--- src/rtl/core/gouraud_span_interpolator_core_defines.svh ---
// Assertion macros used by the span interpolator controller.
// No dependencies; expects clk and rst in the including scope.
`ifndef GOURAUD_SPAN_INTERPOLATOR_CORE_DEFINES_SVH
`define GOURAUD_SPAN_INTERPOLATOR_CORE_DEFINES_SVH

// antecedent holds -> consequent holds in the same cycle
`define GSI_ASSERT_NOW(lbl, ante, cons, msg) \
  lbl: assert property (@(posedge clk) disable iff (rst) (ante) |-> (cons)) else $error(msg);

// antecedent holds -> consequent holds in the next cycle
`define GSI_ASSERT_NEXT(lbl, ante, cons, msg) \
  lbl: assert property (@(posedge clk) disable iff (rst) (ante) |=> (cons)) else $error(msg);

`endif

--- src/rtl/core/gsi_pkg.sv ---
// Shared types and constants for the Gouraud span interpolator.
// No dependencies.
package gsi_pkg;

  localparam int MAX_SPAN_DEF = 64;
  localparam int X_W    = 12;
  localparam int C_W    = 24;
  localparam int DIV_DW = 40;   // |delta| << 16, or colour << 16
  localparam int STEP_W = 41;
  localparam int PROD_W = 55;
  localparam int ACC_W  = 56;

  localparam logic [2:0] CFG_MODE  = 3'd0;
  localparam logic [2:0] CFG_RED   = 3'd1;
  localparam logic [2:0] CFG_GREEN = 3'd2;
  localparam logic [2:0] CFG_BLUE  = 3'd3;
  localparam logic [2:0] CFG_ALPHA = 3'd4;

  localparam logic [1:0] MODE_LINEAR   = 2'd0;
  localparam logic [1:0] MODE_ENDPOINT = 2'd1;
  localparam logic [1:0] MODE_PERSP    = 2'd2;
  localparam logic [1:0] MODE_RESERVED = 2'd3;  // treated as linear

  localparam logic [1:0] SEL_ESTART = 2'd0;
  localparam logic [1:0] SEL_EEND   = 2'd1;
  localparam logic [1:0] SEL_GRAD   = 2'd2;

  localparam logic [4:0]  RED_RST   = 5'd16;
  localparam logic [4:0]  GREEN_RST = 5'd8;
  localparam logic [4:0]  BLUE_RST  = 5'd0;
  localparam logic [31:0] ALPHA_RST = 32'hFF00_0000;

  typedef struct packed {
    logic [X_W-1:0] seg_start_x;
    logic [X_W-1:0] seg_end_x;
    logic [X_W-1:0] first_x;
    logic [X_W-1:0] last_x;
    logic [C_W-1:0] start_red;
    logic [C_W-1:0] start_green;
    logic [C_W-1:0] start_blue;
    logic [C_W-1:0] start_weight;
    logic [C_W-1:0] end_red;
    logic [C_W-1:0] end_green;
    logic [C_W-1:0] end_blue;
    logic [C_W-1:0] end_weight;
  } span_t;

  typedef struct packed {
    logic [31:0]    pixel_color;
    logic [X_W-1:0] pixel_x;
    logic           last_pixel;
    logic           span_truncated;
  } pixel_t;

  typedef struct packed {
    logic       load;
    logic       div_go;
    logic       div_take;
    logic [1:0] div_sel;
    logic       mul;
    logic       add;
    logic       pdiv_init;
    logic       pdiv_step;
    logic       emit;
    logic       advance;
  } cmd_t;

  typedef struct packed {
    logic div_done;
    logic empty;
    logic mode_div;
    logic persp;
    logic last;
  } sts_t;

endpackage

--- src/rtl/core/gsi_ctrl.sv ---
// Controller: sequences setup divisions, accumulator set-up and pixel emission.
// Depends on gsi_pkg and the assertion macro header.
`include "gouraud_span_interpolator_core_defines.svh"
module gsi_ctrl (
  input  logic          clk,
  input  logic          rst,
  input  logic          in_valid,
  output logic          in_ready,
  output logic          out_valid,
  input  logic          out_ready,
  input  gsi_pkg::sts_t sts,
  output gsi_pkg::cmd_t cmd
);
  localparam logic [3:0] ST_IDLE  = 4'd0;
  localparam logic [3:0] ST_SETUP = 4'd1;
  localparam logic [3:0] ST_EDS   = 4'd2;
  localparam logic [3:0] ST_EGO   = 4'd3;
  localparam logic [3:0] ST_EDE   = 4'd4;
  localparam logic [3:0] ST_GGO   = 4'd5;
  localparam logic [3:0] ST_GRD   = 4'd6;
  localparam logic [3:0] ST_MUL   = 4'd7;
  localparam logic [3:0] ST_ADD   = 4'd8;
  localparam logic [3:0] ST_PIX   = 4'd9;
  localparam logic [3:0] ST_PDV   = 4'd10;
  localparam logic [3:0] ST_PEM   = 4'd11;
  localparam logic [3:0] ST_OUT   = 4'd12;

  logic [3:0] state, state_next;
  logic [2:0] pcnt;

  always_ff @(posedge clk) begin
    if (rst) begin
      state <= ST_IDLE;
      pcnt  <= '0;
    end else begin
      state <= state_next;
      if (state == ST_PDV) pcnt <= pcnt + 1'b1;
      else pcnt <= '0;
    end
  end

  always_comb begin
    state_next = state;
    cmd        = '0;
    cmd.div_sel = gsi_pkg::SEL_GRAD;
    in_ready   = 1'b0;
    out_valid  = 1'b0;
    unique case (state)
      ST_IDLE: begin
        in_ready = 1'b1;
        if (in_valid) begin
          cmd.load   = 1'b1;
          state_next = ST_SETUP;
        end
      end
      ST_SETUP: begin
        if (sts.empty) state_next = ST_IDLE;
        else if (sts.mode_div) begin
          cmd.div_go  = 1'b1;
          cmd.div_sel = gsi_pkg::SEL_ESTART;
          state_next  = ST_EDS;
        end else state_next = ST_GGO;
      end
      ST_EDS: begin
        cmd.div_sel = gsi_pkg::SEL_ESTART;
        if (sts.div_done) begin
          cmd.div_take = 1'b1;
          state_next   = ST_EGO;
        end
      end
      ST_EGO: begin
        cmd.div_sel = gsi_pkg::SEL_EEND;
        cmd.div_go  = 1'b1;
        state_next  = ST_EDE;
      end
      ST_EDE: begin
        cmd.div_sel = gsi_pkg::SEL_EEND;
        if (sts.div_done) begin
          cmd.div_take = 1'b1;
          state_next   = ST_GGO;
        end
      end
      ST_GGO: begin
        cmd.div_go = 1'b1;
        state_next = ST_GRD;
      end
      ST_GRD: begin
        if (sts.div_done) begin
          cmd.div_take = 1'b1;
          state_next   = ST_MUL;
        end
      end
      ST_MUL: begin
        cmd.mul    = 1'b1;
        state_next = ST_ADD;
      end
      ST_ADD: begin
        cmd.add    = 1'b1;
        state_next = ST_PIX;
      end
      ST_PIX: begin
        if (sts.persp) begin
          cmd.pdiv_init = 1'b1;
          state_next    = ST_PDV;
        end else begin
          cmd.emit   = 1'b1;
          state_next = ST_OUT;
        end
      end
      ST_PDV: begin
        cmd.pdiv_step = 1'b1;
        if (pcnt == 3'd7) state_next = ST_PEM;
      end
      ST_PEM: begin
        cmd.emit   = 1'b1;
        state_next = ST_OUT;
      end
      ST_OUT: begin
        out_valid = 1'b1;
        if (out_ready) begin
          cmd.advance = 1'b1;
          state_next  = sts.last ? ST_IDLE : ST_PIX;
        end
      end
      default: state_next = ST_IDLE;
    endcase
  end

  `GSI_ASSERT_NEXT(a_accept_setup, in_valid && in_ready, state == ST_SETUP, "item not set up")
  `GSI_ASSERT_NOW(a_done_waiting, sts.div_done, state == ST_EDS || state == ST_EDE || state == ST_GRD, "stray divider done")
  `GSI_ASSERT_NEXT(a_last_idle, out_valid && out_ready && sts.last, state == ST_IDLE, "span did not end")
  `GSI_ASSERT_NEXT(a_pdiv_len, state == ST_PDV && pcnt == 3'd7, state == ST_PEM, "pixel divide overran")
endmodule

--- config.mk ---
export PLATFORM = sky130hd
export DESIGN_NAME = gsi_ctrl
export DESIGN_NICKNAME = d
export VERILOG_FILES = /design/src/rtl/core/gsi_pkg.sv /design/src/rtl/core/gsi_ctrl.sv
export VERILOG_INCLUDE_DIRS = /design/src /design/src/rtl/core
export SDC_FILE = /design/constraint.sdc
export NUM_CORES = 1
export LEC_CHECK = 0
export BUFFER_PORTS_ARGS = -buffer_cell sky130_fd_sc_hd__buf_2
export CAP_MARGIN = 20
export CORE_AREA = 3 3 40 42
export DETAILED_ROUTE_END_ITERATION = 10
export DIE_AREA = 0 0 43 45
export PLACE_DENSITY = 0.81
export SLEW_MARGIN = 20
export SYNTH_ARGS = -nofsm -noshare
export SYNTH_HDL_FRONTEND = slang
export SYNTH_SLANG_ARGS = --single-unit
--- constraint.sdc ---
create_clock -name clk -period 1.6 [get_ports clk]
set_input_delay 0.24 -clock clk [delete_from_list [all_inputs] [get_ports clk]]
set_output_delay 0.24 -clock clk [all_outputs]
set_load 0.05 [all_outputs]
# Word-level counts from Yosys, hierarchy flattened
# Index checks and enable logic that the tools add are counted.
[op_classes]
addsub = 1
multipliers = 0
n_div = 0
magnitude_cmp = 0
eq_ne = 19
shift = 0
n_mux = 32
bitwise = 1
n_reduce_logical = 6
[ops]
columns = ["operator", "count"]
rows = [
  ["$pmux 4 s13", 1],
  ["$mux 4", 8],
  ["$eq 4x4->1 const B", 5],
  ["$eq 4x3->1 const B", 4],
  ["$mux 1", 16],
  ["$ne 2x2->1 const B", 5],
  ["$eq 4x2->1 const B", 2],
  ["$mux 3", 2],
  ["$pmux 2 s3", 1],
  ["$reduce_and 6->1", 1],
  ["$reduce_or 2->1", 3],
  ["$eq 4x1->1 const B", 1],
  ["$logic_not 4->1", 1],
  ["$mux 2", 2],
  ["$pmux 1 s2", 2],
  ["$add 3x1->3 const B", 1],
  ["$eq 3x3->1 const B", 1],
  ["$reduce_or 3->1", 1],
  ["$ne 2x1->1 const B", 1],
  ["$not 1->1", 1],
]
[totals]
reg_bits = 7
latchBits = 0
mem_bits_rw = 0
rom_bits = 0
inputBits = 9
out_inout_bits = 13
word_cells = 61
n_memories = 0

# Longest topological paths before layout
# Gate-level depths: netlist (run 1).
[logic_depth]
word_depth = 3
ltp_mapped = 6
ltp_nobuf = 6

# Worst setup path before layout (run 1)
# No wires, ideal clock.
[synth_path]
path_kind = "reg2out"
start = "register state[2]"
end = "output port cmd[9] (netlist bit)"
arrival_ns = 3.230
t_required_ns = 1.360
setup_slack_ns = -1.870
stages_incl_launch_ff = 5
n_path_buf = 2
cell_sequence = "dfxtp_1 > buf_6 > clkbuf_1 > nor3_1 > a2111oi_0"
[synth_rtl]
columns = ["item", "line", "rtl"]
rows = [
  ["start: declaration", "gsi_ctrl.sv:28", "logic [3:0] state, state_next;"],
  ["start signal: assignment", "gsi_ctrl.sv:36", "state <= state_next;"],
  ["end: declaration", "gsi_ctrl.sv:12", "output gsi_pkg::cmd_t cmd"],
]

==> metrics.yaml, run 1 <==
grt_first_pass_wirelength_mm: 2.55
die_w_um: 43
r2r_start: "state[1]"
critPathKind: "reg2out"
hpwlAfterDp_mm: 1.12
grt_overflow: 0
r2r_end: "state[2]"
crit_required_ns: 1.36
clock_path_buffers: 2
drv_slew: 0
final_nets: 117
port_buffers: 21
n_fill_cell: 91
initial_core_util_pct: 43.9
critical_path.startpoint: "state[1]"
final_cell_mix: "buf_4, buf_2, buf_6"
drt.antenna.violating_nets: 0
pwr-share-clk_pct: 24.1
fmaxAchievable_ghz: 0.619
initialDrtViolationCount: 8
clock_latency_ns: 0.24
drive_gt1_share_pct: 57.1
peakVddDrop_mv: 0.433
firstDrtPassIters: 4
start_kind: "register"
dpl.cell_count: 113
crit_path_end_kind: "primary output"
rrSetupSlack_ns: 0.08
wl_mm: 1.59
power_density_nw_per_um2: 689
num_rows: 13
slew_headroom_pct: 76.4
grt_util_all_layers_pct: 17.1
leakagePower_nw: 0.431
syn2layout_area_growth_pct: 64.3
p_sw_mw: 0.240
fin_crit_ns: 1.62
crit_end: "cmd[7]"
swShare_pct: 37.7
avgSynthCellArea_um2: 7.73
vias: 669
outcome: "complete, but fails checks"
holdCritStartpoint: "rst"
worst_slew_pin_slew_ns: 0.353
numCtsBuffers: 3
fin_crit_sh_pct: 101
ys_types: 37
netlist_area_um2: 564
final_core_util_pct: 72.2
p_seq_share_pct: 30.9
hold_violations: 0
avgRoutedWirePerCell_um: 13.3
final_cells: 120
cts_tree: "built"
synth-seq-area-share_pct: 24.8
ioPinCount: 22
cts-root-buf: "clkbuf_4"
grt_start_max_net_pins: 11
routed_via_density: 5.58
syn_nets: 84
setup_tns_ns: -0.0168
internal_power_mw: 0.398
antenna_found_initial: 0
rsz0062_at_grt: "yes"
cts.sinks: 7
fin_skew_ns: 0.00135
r2r_cells: 5
first_global_vias: 581
hp-class: "in2reg"
finalSetupViolCount: 1
cp_max_fo: 6
die_h_um: 45
drc: 0
arrival_ns: 1.38
final_common_cell: "buf_4"
violations: "setup timing"
dieArea_um2: 1940
cts.clk_slew.worst_paths_ns: 0.05
synth_seq_cells: 7
yosysWarningCount: 0
num_antenna_cells: 0
place_congestion: 0.770
max_cap_violations: 0
synthCells: 73
pwr-share-comb_pct: 45.0
fin_ws_ns: -0.0168
core_area_um2: 1280
htree_levels: 1
[critical path, cell delays in order (launching register included)]
cell     delay (ns)
dfxtp_4        0.36
or2_4          0.28
a221o_1        0.34
buf_6          0.16
[registers in the layout, indices dropped and copies added, names as in the netlist]
| register | cells |
|---|---|
| state | 4 |
| pcnt | 3 |
[power by group through the flow]
stage | clock network (mW) | logic [mW] | registers (mW)
after global placement | 0 | 0.242 | 0.201
after CTS | 0.161 | 0.272 | 0.197
after floorplan | 0 | 0.195 | 0.188
after detailed placement | 0 | 0.244 | 0.202
after global routing | 0.168 | 0.306 | 0.197
final | 0.154 | 0.288 | 0.197
[worst min-delay path by stage]
stage / slack [ns] / endpoint / cells past startpoint
after floorplan: 0.32 / pcnt[0] / 1
after global placement: 0.43 / pcnt[0] / 1
after detailed placement: 0.44 / pcnt[0] / 1
after CTS: 0.23 / state[1] / 2
after global routing: 0.25 / state[1] / 2
final: 0.24 / state[1] / 2
[repair_timing]
| item | CTS | global route |
|---|---|---|
| gates resized for setup | 18 | 17 |
| endpoints found under the setup margin | 13 | 13 |
| hold buffers | 0 | 0 |
| pin swaps | 5 | 3 |
| setup buffers | 2 | 1 |
[area by class of cell]
class	count	area (µm²)	share of cell area, %
tap	15	18.8	2.02
clock buffer	4	26.3	2.83
sequential	7	153	16.5
timing repair buffer	35	272	29.3
multi-input combinational	57	450	48.6
inverter	2	7.51	0.810
[per-stage QoR]
stage | instance area [µm²] | setup slack [ns] | hold slack [ns] | power [mW]
after floorplan | 624 | -0.263 | 0.319 | 0.383
after global placement | 791 | 0.0494 | 0.428 | 0.443
after detailed placement | 791 | 0.0211 | 0.439 | 0.446
after CTS | 876 | -0.0109 | 0.231 | 0.630
after global routing | 927 | -0.0502 | 0.252 | 0.672
final | 927 | -0.0168 | 0.235 | 0.638
[synth_stat cells (all sizes together)]
| master | instances | area share [%] |
|---|---|---|
| and4b | 1 | 1.8 |
| buf | 4 | 4.7 |
| nor2 | 6 | 4.0 |
| o2111a | 1 | 2.0 |
| o21a | 1 | 1.3 |
| nor3 | 5 | 5.3 |
| a21oi | 1 | 0.89 |
| or2 | 2 | 2.2 |
| ha | 2 | 4.4 |
| and3 | 1 | 1.1 |
| inv | 2 | 1.3 |
| nor3b | 2 | 2.7 |
| nand3 | 1 | 0.89 |
| a2111oi | 1 | 1.6 |
| nor4b | 1 | 1.6 |
| and2 | 4 | 4.4 |
| nand4 | 1 | 1.1 |
| a2111o | 1 | 2.0 |
| a31oi | 2 | 2.2 |
| or4 | 1 | 1.3 |
| a211o | 1 | 1.6 |
| a21o | 1 | 1.3 |
| o211a | 1 | 1.8 |
| nand2 | 6 | 4.0 |
| nor4 | 1 | 1.1 |
| dfxtp | 7 | 25 |
| o21ai | 3 | 3.3 |
| a221oi | 1 | 1.6 |
| a221o | 1 | 1.8 |
| a211oi | 1 | 1.3 |
| nor2b | 3 | 3.3 |
| o211ai | 1 | 1.3 |
| clkbuf | 3 | 2.0 |
| o31ai | 3 | 4.0 |
[logic make-up (layout without fill, tap and decap cells)]
logic type / count (synthesis) / after routing / share of synthesized area, %
adder cells (fa/ha/maj): 2 / 2 / 4.43
flip-flops: 7 / 7 / 24.8
AND/OR/NAND/NOR: 35 / 35 / 34.8
buffers and inverters: 9 / 41 / 7.98
AO/OA/AOI/OAI: 20 / 20 / 27.9
[routing by layer]
layer	part of all wire (%)	track usage, %
met1	42	21.4
met2	48	31.4
met3	6.5	1.20
met4	2.7	5.42
met5	0	0
No activity file was read; power rests on OpenSTA's default activity.
==> inputs of run 2 (changes only) <==
- SKIP_LAST_GASP: unset -> 1
==> run 2 against run 1 <==
  * The run still ends with setup timing left
  * Sequential cell count did not move
  * Critical path depth did not move
  * Die area did not move
  * Largest cell class unchanged
  * Cell area fell by 0.94%
  * Clock skew did not move
  * Hold slack improved by 0.0012 ns
  * Maximum frequency barely moved
  * Sequential share of layout area rose by 0.16 points
  * Critical path type unchanged
  * Utilization fell by 0.68 points
  * Cell count did not move
==> metrics.yaml, run 2 (synthesized netlist as in run 1, its figures left out) <==
outcome: "complete, but fails checks"  # unchanged
violations: "setup timing"  # unchanged
routed_via_density: 5.57  # was 5.58
core_area_um2: 1280  # unchanged
cts.sinks: 7  # unchanged
port_buffers: 21  # unchanged
drc: 0  # unchanged
hp-class: "in2reg"  # unchanged
fmaxAchievable_ghz: 0.618  # was 0.619 GHz
grt_first_pass_wirelength_mm: 2.55  # unchanged
crit_required_ns: 1.36  # about the same
slew_headroom_pct: 76.7  # was 76.4%
antenna_found_initial: 0  # unchanged
drt.antenna.violating_nets: 0  # unchanged
critical_path.top_delay_family: "flip-flops"  # unchanged
grt_overflow: 0  # unchanged
first_global_vias: 581  # unchanged
firstDrtPassIters: 3  # was 4
leakagePower_nw: 0.429  # was 0.431 nW
crit_chain: "or2_4 -> a221o_1 -> buf_6"  # unchanged
initialDrtViolationCount: 7  # was 8
critPathKind: "reg2out"  # unchanged
finalSetupViolCount: 1  # unchanged
wl_mm: 1.56  # was 1.59 mm
largest_reg_flops: 4  # unchanged
cts-root-buf: "clkbuf_4"  # unchanged
grt_util_all_layers_pct: 17.1  # unchanged
rsz0062_at_grt: "yes"  # unchanged
cp_max_fo: 6  # unchanged
gr-usage-met2_pct: 31.4  # unchanged
place_congestion: 0.770  # unchanged
use_met1_pct: 21.4  # unchanged
clock_latency_ns: 0.24  # about the same
fin_ws_ns: -0.0178  # was -0.0168 ns
critPathMaxStageDelay_ns: 0.36  # about the same
die_h_um: 45  # unchanged
final_core_util_pct: 71.5  # was 72.2%
holdBufCountCts: 0  # unchanged
ioPinCount: 22  # unchanged
worst_path_max_delay_cell: "dfxtp_4"  # unchanged
grt_start_max_net_pins: 11  # unchanged
final_common_cell: "buf_4"  # unchanged
drive_gt1_share_pct: 55.2  # was 57.1%
hpwlAfterDp_mm: 1.12  # unchanged
fin_crit_ns: 1.62  # about the same
peakVddDrop_mv: 0.431  # was 0.433 mV
largestRegisters: "state: 4 flops, pcnt: 3 flops"  # unchanged
max_cap_violations: 0  # unchanged
hold_violations: 0  # unchanged
cts.clk_slew.worst_paths_ns: 0.05  # about the same
initial_core_util_pct: 43.9  # unchanged
power_density_nw_per_um2: 693  # was 689 nW/µm²
grt_busiest_layer: "met2"  # unchanged
htree_levels: 1  # unchanged
power_mw: 0.636  # was 0.638 mW
avgRoutedWirePerCell_um: 13.0  # was 13.3 µm
die_w_um: 43  # unchanged
numCtsBuffers: 3  # unchanged
final_cell_mix: "buf_4, buf_2, buf_6"  # unchanged
fin_skew_ns: 0.00135  # unchanged
cts_tree: "built"  # unchanged
largest-register: "state"  # unchanged
dieArea_um2: 1940  # unchanged
final_nets: 117  # unchanged
start_kind: "register"  # unchanged
num_antenna_cells: 0  # unchanged
fin_crit_sh_pct: 101  # about the same
vias: 668  # was 669
arrival_ns: 1.38  # about the same
clock_path_buffers: 2  # unchanged
drv_slew: 0  # unchanged
grt_use_met3_pct: 1.20  # unchanged
crit_buf_inv: 1  # unchanged
syn2layout_area_growth_pct: 62.7  # was 64.3%
worst_slew_pin_slew_ns: 0.348  # was 0.353 ns
crit_path_end_kind: "primary output"  # unchanged
num_rows: 13  # unchanged
[run 2: cell count changes in the layout (fill, tap and decap cells not counted)]
cell / previous run / this run
a21oi_1: 0 / 1
a21oi_2: 1 / 0
inv_1: 0 / 1
inv_2: 2 / 1
nand2_2: 0 / 1
nand2_4: 1 / 0
[run 2: power by group]
part	internal, mW	switching [mW]	total (mW)
Combinational	0.120	0.165	0.286
Clock	0.0948	0.0591	0.154
Sequential	0.182	0.0146	0.197
[run 2: per-stage QoR]
step | worst slack, ns | setup TNS (ns) | instance area [µm²] | hold slack (ns) | std cells
CTS | -0.0109 | -0.0109 | 876 | 0.231 | 119
detailed placement | 0.0211 | 0 | 791 | 0.439 | 113
global placement | 0.0494 | 0 | 791 | 0.428 | 113
global route | -0.0499 | -0.164 | 918 | 0.252 | 120
finish | -0.0178 | -0.0178 | 918 | 0.236 | 120
floorplan | -0.263 | -0.760 | 624 | 0.319 | 73
[run 2: per-layer routing]
| layer | share of wire [%] | routed length [µm] | up-vias |
|---|---|---|---|
| met4 | 2.8 | 43 | 0 |
| met5 | 0 | 0 | - |
| met2 | 48 | 746 | 20 |
| met3 | 5.5 | 86 | 4 |
| met1 | 44 | 685 | 305 |
| li1 | - | - | 339 |
[run 2: timing repair]
item | in CTS | in global routing
gates resized for setup | 18 | 14
setup endpoints to repair | 13 | 13
buffers inserted | 2 | 1
pin swaps | 5 | 3
[run 2: layout make-up]
class	count	area (µm²)
flip-flops and latches	7	153
multi-input cells	57	442
inverters	2	7.51
fillers	91	367
repair buffers	35	272
well taps	15	18.8
clock buffers	4	26.3
[run 2: worst register-to-register path, stage by stage (launching register included)]
cell      delay, ns
dfxtp_4        0.36
buf_4          0.16
o21a_1         0.16
a2111o_1       0.43
a211o_1        0.29
o21ai_2        0.05
[run 2: path summary, 6_finish.rpt]
check,slack (ns),from,endpoint,cells after the start
worst max register to register,0.08,state[1],state[2],5
worst min-delay path,0.24,rst,state[1],2
worst min register to register,0.44,pcnt[0],pcnt[0],1
worst max-delay path,-0.02,state[1],cmd[7],3
==> inputs of run 3 (changes only) <==
- RECOVER_POWER: unset -> 25
- TNS_END_PERCENT: unset -> 20
==> run 3 against run 2 <==
  * The flow still finishes with violations (setup timing)
  * Critical endpoint unchanged
  * Largest power group unchanged
  * First-iteration DRC count up 140%
  * Utilization down 5.0 points
  * Clock power about the same
  * Routed wire length down 2.3%
  * Critical path type unchanged
  * Setup slack worse by 0.0033 ns
  * Sequential cell count unchanged
  * Sequential power about the same
==> metrics.yaml, run 3 (synthesized netlist as in run 1, its figures left out) <==
die_w_um: 43  # unchanged
cts.clk_slew.worst_paths_ns: 0.05  # about the same
numCtsBuffers: 3  # unchanged
min_to: "state[1]"  # unchanged
final_cells: 118  # was 120
power_density_nw_per_um2: 729  # was 693 nW/µm²
power_mw: 0.623  # was 0.636 mW
max_cap_violations: 0  # unchanged
slew_headroom_pct: 76.0  # was 76.7%
r2r_end: "state[2]"  # unchanged
grt_util_all_layers_pct: 17.4  # was 17.1%
avgRoutedWirePerCell_um: 12.9  # was 13.0 µm
fmaxAchievable_ghz: 0.617  # was 0.618 GHz
holdPathStages: 2  # unchanged
place_area_um2: 781  # was 791 µm²
fin_skew_ns: 0.00142  # was 0.00135 ns
design_area_um2: 855  # was 918 µm²
final_common_cell: "buf_2"  # was buf_4
worst_path_max_delay_cell: "dfxtp_4"  # unchanged
hp-class: "in2reg"  # unchanged
num_antenna_cells: 0  # unchanged
first_global_vias: 626  # was 581
fin_crit_ns: 1.62  # about the same
clock_path_buffers: 2  # unchanged
cts_tree: "built"  # unchanged
syn2layout_area_growth_pct: 51.4  # was 62.7%
peakVddDrop_mv: 0.481  # was 0.431 mV
hold_violations: 0  # unchanged
r2r_cells: 6  # was 5
final_core_util_pct: 66.5  # was 71.5%
num_rows: 13  # unchanged
core_area_um2: 1280  # unchanged
clock_latency_ns: 0.25  # was 0.24 ns
dieArea_um2: 1940  # unchanged
ioPinCount: 22  # unchanged
drive_gt1_share_pct: 48.5  # was 55.2%
crit_chain: "or2_4 -> a221o_1 -> buf_6"  # unchanged
hpwlAfterDp_mm: 1.18  # was 1.12 mm
largestRegisters: "state: 4 flops, pcnt: 3 flops"  # unchanged
routed_via_density: 5.64  # was 5.57
die_h_um: 45  # unchanged
largest_reg_flops: 4  # unchanged
hold_ws_ns: 0.236  # about the same
drv_slew: 0  # unchanged
final_nets: 115  # was 117
fin_ws_ns: -0.0211  # was -0.0178 ns
cts-root-buf: "clkbuf_4"  # unchanged
port_buffers: 21  # unchanged
grt_overflow: 0  # unchanged
crit_path_end_kind: "primary output"  # unchanged
htree_levels: 1  # unchanged
vias: 666  # was 668
gr-usage-met2_pct: 31.1  # was 31.4%
critPathMaxStageDelay_ns: 0.36  # about the same
rsz0062_at_grt: "yes"  # unchanged
cp_max_fo: 8  # was 6
start_kind: "register"  # unchanged
arrival_ns: 1.38  # about the same
outcome: "complete, but fails checks"  # unchanged
cts.sinks: 7  # unchanged
use_met1_pct: 19.4  # was 21.4%
grt_start_max_net_pins: 11  # unchanged
place_congestion: 0.783  # was 0.770
violations: "setup timing"  # unchanged
fin_crit_sh_pct: 101  # about the same
worst_slew_pin_slew_ns: 0.358  # was 0.348 ns
wl_mm: 1.53  # was 1.56 mm
grt_first_pass_wirelength_mm: 2.57  # was 2.55 mm
critPathKind: "reg2out"  # unchanged
crit_required_ns: 1.36  # about the same
pre_cts_slack_ns: 0.0412  # was 0.0211 ns
drc: 0  # unchanged
grt_busiest_layer: "met2"  # unchanged
holdCritStartpoint: "rst"  # unchanged
grt_use_met3_pct: 1.99  # was 1.20%
drt.antenna.violating_nets: 0  # unchanged
setup_tns_ns: -0.0380  # was -0.0178 ns
finalSetupViolCount: 3  # was 1
initialDrtViolationCount: 17  # was 7
largest-register: "state"  # unchanged
leakagePower_nw: 0.413  # was 0.429 nW
dpl.cell_count: 113  # unchanged
antenna_found_initial: 0  # unchanged
rrSetupSlack_ns: 0.05  # was 0.08 ns
final_cell_mix: "buf_2, buf_4, nor2_1, nand2_1, clkbuf_4"  # was buf_4, buf_2, buf_6
initial_core_util_pct: 43.9  # unchanged
firstDrtPassIters: 4  # was 3
r2r_start: "pcnt[0]"  # was state[1]
==> run 3: worst max-delay path: cells and delay by family, from the launching register on <==
family                 cells  cell delay, ns
buffers and inverters      1            0.16
AOI/OAI and AO/OA          1            0.33
DFF                        1            0.36
and+or+nand+nor            1            0.28
==> run 3: layout make-up <==
type                       count  area (µm²)
timing repair buffer          33         225
inverter                       2        7.51
multi-input combinational     57         427
sequential                     7         150
tap                           15        18.8
clock buffer                   4        26.3
fill                         112         430
==> run 3: power by group <==
group          internal (mW)  switching [mW]  leakage [nW]
combinational          0.111           0.160         0.339
sequential             0.183          0.0149        0.0591
clock                 0.0948          0.0590        0.0150
==> run 3: worst max path at each step <==
stage               cells after the start  endpoint  startpoint
floorplan                               4    cmd[0]    state[3]
finish                                  3    cmd[7]    state[1]
CTS                                     3    cmd[7]    state[1]
global placement                        5  state[2]    state[2]
global route                            4   cmd[10]    state[1]
detailed placement                      5  state[2]    state[2]
==> run 3: what timing repair did <==
item,4_1_cts,5_1_grt
hold buffers,0,0
resized for setup,15,1
pin swaps,4,0
endpoints found under the setup margin,13,13
cloned,0,0
hold endpoints to repair,0,0
buffers inserted,1,0
==> run 3: routing by layer <==
layer  share of wire, %  wire [µm]
met5                  0          0
met4                1.8         27
met3                5.6         86
met2                 51        779
met1                 41        632
